[config.mk]
export PLATFORM = sky130hd
export DESIGN_NAME = strict_base64_decoder
export DESIGN_NICKNAME = d
export VERILOG_FILES = /design/src/hw/rtl/b64d_pkg.sv /design/src/hw/rtl/b64d_front.sv /design/src/hw/rtl/b64d_queue.sv /design/src/hw/rtl/b64d_back.sv /design/src/hw/rtl/strict_base64_decoder.sv
export SDC_FILE = /design/constraint.sdc
export NUM_CORES = 1
export LEC_CHECK = 0
export BUFFER_PORTS_ARGS = -buffer_cell sky130_fd_sc_hd__buf_2
export CAP_MARGIN = 10
export CELL_PAD_IN_SITES_DETAIL_PLACEMENT = 0
export CELL_PAD_IN_SITES_GLOBAL_PLACEMENT = 1
export CORE_MARGIN = 2
export CORE_UTILIZATION = 48
export CTS_BUF_LIST = sky130_fd_sc_hd__clkbuf_4 sky130_fd_sc_hd__clkbuf_8
export DETAILED_ROUTE_END_ITERATION = 16
export GPL_TIMING_DRIVEN = 0
export HOLD_SLACK_MARGIN = 0.02
export PLACE_DENSITY_LB_ADDON = 0.3
export SYNTH_ARGS = -nofsm -noshare
export SYNTH_HDL_FRONTEND = slang
export SYNTH_SLANG_ARGS = --single-unit
[constraint.sdc]
create_clock -name aclk -period 2.6 [get_ports aclk]
set_input_delay 0.52 -clock aclk [delete_from_list [all_inputs] [get_ports aclk]]
set_output_delay 0.52 -clock aclk [all_outputs]
set_load 0.02 [all_outputs]
[src/hw/rtl/b64d_pkg.sv]
// Shared types and constants for the strict base64 decoder.
package b64d_pkg;

    localparam int QUEUE_DEPTH = 2;
    localparam int QUEUE_PTR_W = $clog2(QUEUE_DEPTH);
    localparam int QUEUE_CNT_W = $clog2(QUEUE_DEPTH + 1);

    localparam logic [1:0] STATUS_OK       = 2'd0;
    localparam logic [1:0] STATUS_BAD_CHAR = 2'd1;
    localparam logic [1:0] STATUS_BAD_PAD  = 2'd2;
    localparam logic [1:0] STATUS_BAD_LEN  = 2'd3;

    localparam logic [1:0] PAD_LIMIT = 2'd3;

    typedef enum logic [1:0] {
        KIND_DATA = 2'd0,
        KIND_PAD  = 2'd1,
        KIND_BAD  = 2'd2
    } b64d_kind_t;

    // One classified character as it travels from front to back.
    typedef struct packed {
        logic [5:0] sextet;
        b64d_kind_t kind;
        logic       last;
    } b64d_item_t;

endpackage

[src/hw/rtl/b64d_front.sv]
// Front end: accepts character beats and classifies them into sextets.
module b64d_front import b64d_pkg::*; (
    input  logic       aclk,
    input  logic       aresetn,
    input  logic       in_valid,
    output logic       in_ready,
    input  logic [7:0] in_char,
    input  logic       in_last,
    output logic       out_valid,
    input  logic       out_ready,
    output b64d_item_t out_item
);

    logic       valid_reg;
    logic       valid_next;
    b64d_item_t item_reg;
    b64d_item_t item_next;

    always_comb begin
        item_next.last   = in_last;
        item_next.kind   = KIND_DATA;
        item_next.sextet = 6'd0;
        if (in_char >= 8'h41 && in_char <= 8'h5a) begin
            item_next.sextet = 6'(in_char - 8'h41);
        end else if (in_char >= 8'h61 && in_char <= 8'h7a) begin
            item_next.sextet = 6'(in_char - 8'h47);
        end else if (in_char >= 8'h30 && in_char <= 8'h39) begin
            item_next.sextet = 6'(in_char + 8'h04);
        end else if (in_char == 8'h2b) begin
            item_next.sextet = 6'd62;
        end else if (in_char == 8'h2f) begin
            item_next.sextet = 6'd63;
        end else if (in_char == 8'h3d) begin
            item_next.kind = KIND_PAD;
        end else begin
            item_next.kind = KIND_BAD;
        end
    end

    assign in_ready  = !valid_reg || out_ready;
    assign out_valid = valid_reg;
    assign out_item  = item_reg;

    always_comb begin
        valid_next = valid_reg;
        if (in_ready) begin
            valid_next = in_valid;
        end
    end

    always_ff @(posedge aclk) begin
        if (!aresetn) begin
            valid_reg <= 1'b0;
        end else begin
            valid_reg <= valid_next;
        end
    end

    always_ff @(posedge aclk) begin
        if (in_ready && in_valid) begin
            item_reg <= item_next;
        end
    end

endmodule

[src/hw/rtl/b64d_queue.sv]
// Short queue of classified characters between front and back.
module b64d_queue import b64d_pkg::*; (
    input  logic       aclk,
    input  logic       aresetn,
    input  logic       in_valid,
    output logic       in_ready,
    input  b64d_item_t in_item,
    output logic       out_valid,
    input  logic       out_ready,
    output b64d_item_t out_item
);

    b64d_item_t entry_reg [QUEUE_DEPTH];
    logic [QUEUE_PTR_W-1:0] wr_ptr_reg, wr_ptr_next;
    logic [QUEUE_PTR_W-1:0] rd_ptr_reg, rd_ptr_next;
    logic [QUEUE_CNT_W-1:0] count_reg, count_next;
    logic push;
    logic pop;

    assign in_ready  = count_reg != QUEUE_CNT_W'(QUEUE_DEPTH);
    assign out_valid = count_reg != '0;
    assign out_item  = entry_reg[rd_ptr_reg];
    assign push      = in_valid && in_ready;
    assign pop       = out_valid && out_ready;

    always_comb begin
        wr_ptr_next = wr_ptr_reg;
        rd_ptr_next = rd_ptr_reg;
        count_next  = count_reg;
        if (push) begin
            wr_ptr_next = (wr_ptr_reg == QUEUE_PTR_W'(QUEUE_DEPTH - 1)) ? '0 :
                          wr_ptr_reg + 1'b1;
        end
        if (pop) begin
            rd_ptr_next = (rd_ptr_reg == QUEUE_PTR_W'(QUEUE_DEPTH - 1)) ? '0 :
                          rd_ptr_reg + 1'b1;
        end
        if (push && !pop) begin
            count_next = count_reg + 1'b1;
        end else if (pop && !push) begin
            count_next = count_reg - 1'b1;
        end
    end

    always_ff @(posedge aclk) begin
        if (!aresetn) begin
            wr_ptr_reg <= '0;
            rd_ptr_reg <= '0;
            count_reg  <= '0;
        end else begin
            wr_ptr_reg <= wr_ptr_next;
            rd_ptr_reg <= rd_ptr_next;
            count_reg  <= count_next;
        end
    end

    always_ff @(posedge aclk) begin
        if (push) begin
            entry_reg[wr_ptr_reg] <= in_item;
        end
    end

endmodule

[src/hw/rtl/b64d_back.sv]
// Back end: group assembly, padding and error tracking, result register.
module b64d_back import b64d_pkg::*; (
    input  logic        aclk,
    input  logic        aresetn,
    input  logic        in_valid,
    output logic        in_ready,
    input  b64d_item_t  in_item,
    output logic        out_valid,
    input  logic        out_ready,
    output logic [23:0] out_bytes,
    output logic [1:0]  out_count,
    output logic        out_end,
    output logic [1:0]  out_status
);

    logic [1:0]  pos_reg, pos_next;
    logic [17:0] store_reg, store_next;
    logic [1:0]  pad_reg, pad_next;
    logic [1:0]  err_reg, err_next;
    logic        valid_reg, valid_next;
    logic [23:0] bytes_reg, bytes_next;
    logic [1:0]  count_reg, count_next;
    logic        end_reg;
    logic [1:0]  status_reg, status_next;

    logic        take;
    logic        complete;
    logic [23:0] word;
    logic [1:0]  pad_inc;

    assign in_ready = !valid_reg || out_ready;
    assign take     = in_valid && in_ready;
    assign complete = pos_reg == 2'd3;
    assign word     = {store_reg, in_item.sextet};
    assign pad_inc  = (pad_reg == PAD_LIMIT) ? PAD_LIMIT : pad_reg + 2'd1;

    always_comb begin
        pad_next = pad_reg;
        err_next = err_reg;
        if (in_item.kind == KIND_PAD) begin
            pad_next = pad_inc;
            if (pad_inc == PAD_LIMIT && err_reg == STATUS_OK) begin
                err_next = STATUS_BAD_PAD;
            end
        end else if (pad_reg != 2'd0) begin
            // any non-pad character after padding started
            if (err_reg == STATUS_OK) begin
                err_next = STATUS_BAD_PAD;
            end
        end else if (in_item.kind == KIND_BAD) begin
            if (err_reg == STATUS_OK) begin
                err_next = STATUS_BAD_CHAR;
            end
        end

        pos_next   = pos_reg + 2'd1;
        store_next = complete ? 18'd0 : word[17:0];

        count_next = 2'd0;
        bytes_next = 24'd0;
        if (complete && err_next == STATUS_OK && pad_next != PAD_LIMIT) begin
            count_next = 2'd3 - pad_next;
            case (count_next)
                2'd1:    bytes_next = {word[23:16], 16'd0};
                2'd2:    bytes_next = {word[23:8], 8'd0};
                default: bytes_next = word;
            endcase
        end

        status_next = err_next;
        if (in_item.last && pos_next != 2'd0) begin
            status_next = STATUS_BAD_LEN;
            count_next  = 2'd0;
            bytes_next  = 24'd0;
        end

        valid_next = valid_reg && !out_ready;
        if (take) begin
            valid_next = complete || in_item.last;
        end
    end

    always_ff @(posedge aclk) begin
        if (!aresetn) begin
            pos_reg   <= 2'd0;
            store_reg <= 18'd0;
            pad_reg   <= 2'd0;
            err_reg   <= STATUS_OK;
            valid_reg <= 1'b0;
        end else begin
            valid_reg <= valid_next;
            if (take) begin
                if (in_item.last) begin
                    pos_reg   <= 2'd0;
                    store_reg <= 18'd0;
                    pad_reg   <= 2'd0;
                    err_reg   <= STATUS_OK;
                end else begin
                    pos_reg   <= pos_next;
                    store_reg <= store_next;
                    pad_reg   <= pad_next;
                    err_reg   <= err_next;
                end
            end
        end
    end

    always_ff @(posedge aclk) begin
        if (take) begin
            bytes_reg  <= bytes_next;
            count_reg  <= count_next;
            end_reg    <= in_item.last;
            status_reg <= status_next;
        end
    end

    assign out_valid  = valid_reg;
    assign out_bytes  = bytes_reg;
    assign out_count  = count_reg;
    assign out_end    = end_reg;
    assign out_status = status_reg;

endmodule

[src/hw/rtl/strict_base64_decoder.sv]
// Strict base64 decoder: one character beat in, decoded groups out.
// Path: front register, then the two-entry queue, then the back-end result register.
// Throughput: one character per cycle while the output is not stalled, set by the group and
// padding state update in the back end; a result comes every fourth beat
// and on the last beat of a message.
// Reset: aresetn synchronous active low; clears handshake and group state.
module strict_base64_decoder import b64d_pkg::*; (
    input  logic        aclk,
    input  logic        aresetn,
    input  logic        s_axis_tvalid,
    output logic        s_axis_tready,
    input  logic [7:0]  s_axis_tdata,   // [7:0] char_in
    input  logic        s_axis_tlast,
    output logic        m_axis_tvalid,
    input  logic        m_axis_tready,
    output logic [31:0] m_axis_tdata,   // [23:0] out_bytes, [25:24] out_count, rest 0
    output logic        m_axis_tlast,
    output logic [1:0]  m_axis_tuser    // [1:0] status
);

    logic       front_valid;
    logic       front_ready;
    b64d_item_t front_item;
    logic       queue_valid;
    logic       queue_ready;
    b64d_item_t queue_item;
    logic [23:0] res_bytes;
    logic [1:0]  res_count;

    b64d_front u_front (
        .aclk      (aclk),
        .aresetn   (aresetn),
        .in_valid  (s_axis_tvalid),
        .in_ready  (s_axis_tready),
        .in_char   (s_axis_tdata),
        .in_last   (s_axis_tlast),
        .out_valid (front_valid),
        .out_ready (front_ready),
        .out_item  (front_item)
    );

    b64d_queue u_queue (
        .aclk      (aclk),
        .aresetn   (aresetn),
        .in_valid  (front_valid),
        .in_ready  (front_ready),
        .in_item   (front_item),
        .out_valid (queue_valid),
        .out_ready (queue_ready),
        .out_item  (queue_item)
    );

    b64d_back u_back (
        .aclk       (aclk),
        .aresetn    (aresetn),
        .in_valid   (queue_valid),
        .in_ready   (queue_ready),
        .in_item    (queue_item),
        .out_valid  (m_axis_tvalid),
        .out_ready  (m_axis_tready),
        .out_bytes  (res_bytes),
        .out_count  (res_count),
        .out_end    (m_axis_tlast),
        .out_status (m_axis_tuser)
    );

    assign m_axis_tdata = {6'd0, res_count, res_bytes};

endmodule

==> summary.md <==
| Metric | Value |
|---|---|
| Count of cell types in the netlist | roughly 60 |
| RSZ-0062 raised after global routing | true |
| Cells on worst reg2reg path | 8 |
| Async SR Flop Fraction | 0 |
| CTS buffer count | 9 |
| ANT nets after route | 0 |
| Layout Area Growth over Synthesis | 15.9% |
| Htree depth | 3 |
| Max FFs per register | 24 |
| Die Y | about 94 µm |
| All-layer global routing usage | 0.162 |
| Cts hold-fix bufs | 0 |
| Syn_area_per_cell | 12.1 µm² |
| Synth warn | 0 |
| Die area | between 8000 and 9000 µm² |
| Setup Skew | between 0.015 and 0.02 ns |
| CP Class | flip-flop to flip-flop |
| Ant. Diodes | 0 |
| WP data required | 2.81 ns |
| Final Hold Viols | 0 |
| Final nets | about 400 |
| Reg-to-Reg End | u_back.out_bytes[12]$_SDFFCE_PP0P_ |
| Clk_lat worst skew | 0.34 ns |
| Critical Path Start Type | flip-flop |
| Slew @ Worst Pin | ~0.83 ns |
| Final setup fails | 0 |
| I/O Pins | 50 |
| Setup slack, reg-to-reg | ~0.13 ns |
| CP Max Fanout | 8 |
| Worst VDD drop | ~320 µV |
| Worst hold path type | primary input to flip-flop |
| LEAKAGE | 1.79 nW |
| CTS max path bufs | 2 |
| Min Tclk post-route | 2.47 ns |
| Cell area after synthesis | around 3900 µm² |
| Design area | 4550 µm² |
| Drt drc | 0 |
| Register bit total from synthesis | 87 |
| Register area share after synthesis | 0.586 |
| Fin Setup TNS | 0 ns |
| First-pass detailed-route iteration total | 4 |
| Outcome | complete, no violations |
| RD Place Congestion | between 0.8 and 0.9 |
| Number of max-cap violations | 0 |
| Setup slack after layout | 0.128 ns |
| Initial antenna violation count | 0 |
| Root buffer cell | clkbuf_8 |
| Fmax | 405 MHz |
| Post-synth EDFFs | 56 |
| # clock sinks | a little under 90 |
| Die W | ~94 µm |
| DR vias | roughly 2500 |
| Largest net degree at the start of global routing | 35 |
| CTS tree | yes |
| Starting DRC count in detailed routing | between 90 and 100 |
| Critical R2R Launch | u_queue.entry_reg[0][2]$_DFFE_PP_ |
| Post-Syn Instances | approximately 320 |
| Port bufs | 40 |
| Gr ovfl total | 0 |
| Fillers | 668 |
| Clk slew on worst S/H paths | around 0.08 ns |
| CP endpoint | u_back.out_bytes[12]$_SDFFCE_PP0P_ |
| Via/cell ratio | slightly above 5 |
| DRT Wirelength | between 6 and 7 mm |
| Count of pins over their slew limit | 0 |
| Worst path arrival time | about 2.7 ns |
| Dpl hpwl | between 5 and 6 mm |
| CP startpoint | u_queue.entry_reg[0][2]$_DFFE_PP_ |
| PwrDens | 896 nW/µm² |
| Dpl cell area | 4270 µm² |
| Rel. slew slack | 0.445 |
| Top FF cell, synth | edfxtp_1 |
| First-pass GRT wire length | between 10 and 15 mm |
| Vias in the first global route | ~2300 |
| CP Capture Type | flip-flop |
| Period utilization | 0.951 |
| # rows | 32 |
| Share of layout cells above drive strength 1 | 0.247 |
| Routed wire per std cell | 14.0 µm |
| Total core area | just under 8000 µm² |
| Worst slack, placed | -0.164 ns |
| Initial Utilization | 0.503 |
## per-stage QoR
stage	power, mW	hold slack (ns)	std cells	util
finish	4.08	0.357	491	0.583
global placement	3.10	0.422	471	0.547
detailed placement	3.12	0.432	471	0.547
floorplan	2.78	0.421	329	-
global route	4.31	0.333	491	0.583
CTS	4.03	0.343	487	0.573
## worst min-delay path by stage
stage	from	to	slack (ns)	depth (start not counted)
floorplan	u_front.out_item[0]$_DFFE_PP_	u_queue.entry_reg[0][0]$_DFFE_PP_	0.42	0
global placement	u_front.out_item[3]$_DFFE_PP_	u_queue.entry_reg[0][3]$_DFFE_PP_	0.42	0
detailed placement	u_front.out_item[6]$_DFFE_PP_	u_queue.entry_reg[1][6]$_DFFE_PP_	0.43	0
CTS	s_axis_tlast	u_front.out_item[0]$_DFFE_PP_	0.34	1
global route	s_axis_tlast	u_front.out_item[0]$_DFFE_PP_	0.33	1
finish	s_axis_tlast	u_front.out_item[0]$_DFFE_PP_	0.36	1
## final cells by class
type                    count  area (µm²)  area share
flip-flops and latches     87        2300       0.506
multi-input cells         208        1510       0.331
repair buffers             44         250      0.0550
clock buffers              12         146      0.0322
plain buffers              19         118      0.0258
well taps                 102         128      0.0280
inverters                  15        56.3      0.0124
clock inverters             4        46.3      0.0102
## critical path, cell delays in order (launching register included)
cell and delay [ns]:
edfxtp_1 0.39, or3b_4 0.41, o21ai_4 0.08, mux2_4 0.34
ha_1 0.20, nand3b_1 0.19, nor4b_4 0.34, o21a_2 0.26
and2_1 0.15
## synthesized netlist by cell type, drive strengths merged, types with 3 or more instances
master	instances	area (µm²)
clkbuf	6	22.5
xnor2	6	52.6
inv	15	56.3
o21ai	10	53.8
nand3b	5	37.5
mux2i	7	70.1
buf	13	95.1
or3	4	30.0
nor3	4	25.0
nor2	16	62.6
nor2b	21	131
a311oi	3	32.5
edfxtp	56	1680
a22oi	14	105
dfxtp	31	621
and2	29	184
o22ai	4	31.3
a21boi	3	22.5
a31oi	3	18.8
nand2	14	52.6
and3	6	37.5
ha	13	163
a21oi	8	47.6
## per-layer routing
layer	up-vias	GRT usage	routed length [µm]
li1	1269	-	-
met1	1155	0.199	3060
met2	52	0.281	3490
met3	6	0.0231	229
met4	0	0.0797	80
met5	-	0	0
## power breakdown
part / switching, mW / internal (mW)
combinational: 0.801 / 0.466
clock: 0.438 / 0.473
sequential: 0.0956 / 1.81
## cells by family after synthesis
| group | count (synthesis) | synth area share |
|---|---|---|
| and+or+nand+nor | 110 | 0.168 |
| DFF | 87 | 0.586 |
| AOI/OAI and AO/OA | 62 | 0.116 |
| buffers and inverters | 34 | 0.0443 |
| adders and majority gates | 13 | 0.0414 |
| muxes | 9 | 0.0245 |
| xor gates and xnor gates | 8 | 0.0178 |
| other | 1 | 0.000955 |
## what timing repair did
action | 4_1_cts | 5_1_grt
gates cloned | 0 | 0
endpoints found under the setup margin | 16 | 26
pin swaps | 1 | 2
gates resized for setup | 3 | 8
buffers inserted | 0 | 3
## placed cells by master (no fill, tap or decap), types with 4 or more instances in the layout
master and instances:
conb_1 6, nand3b_1 5, nor2_2 5, clkbuf_8 9, nand2_1 13, xnor2_1 6
clkbuf_1 6, a22oi_1 14, dfxtp_1 31, o21ai_0 4, nor2b_1 21, a21oi_1 6
and2_1 28, ha_1 13, edfxtp_1 56, buf_4 10, inv_1 14, mux2i_1 7
buf_2 44, and3_1 6, nor2_1 11, o21ai_1 4
Note: power is estimated with default switching activity, not from simulation.
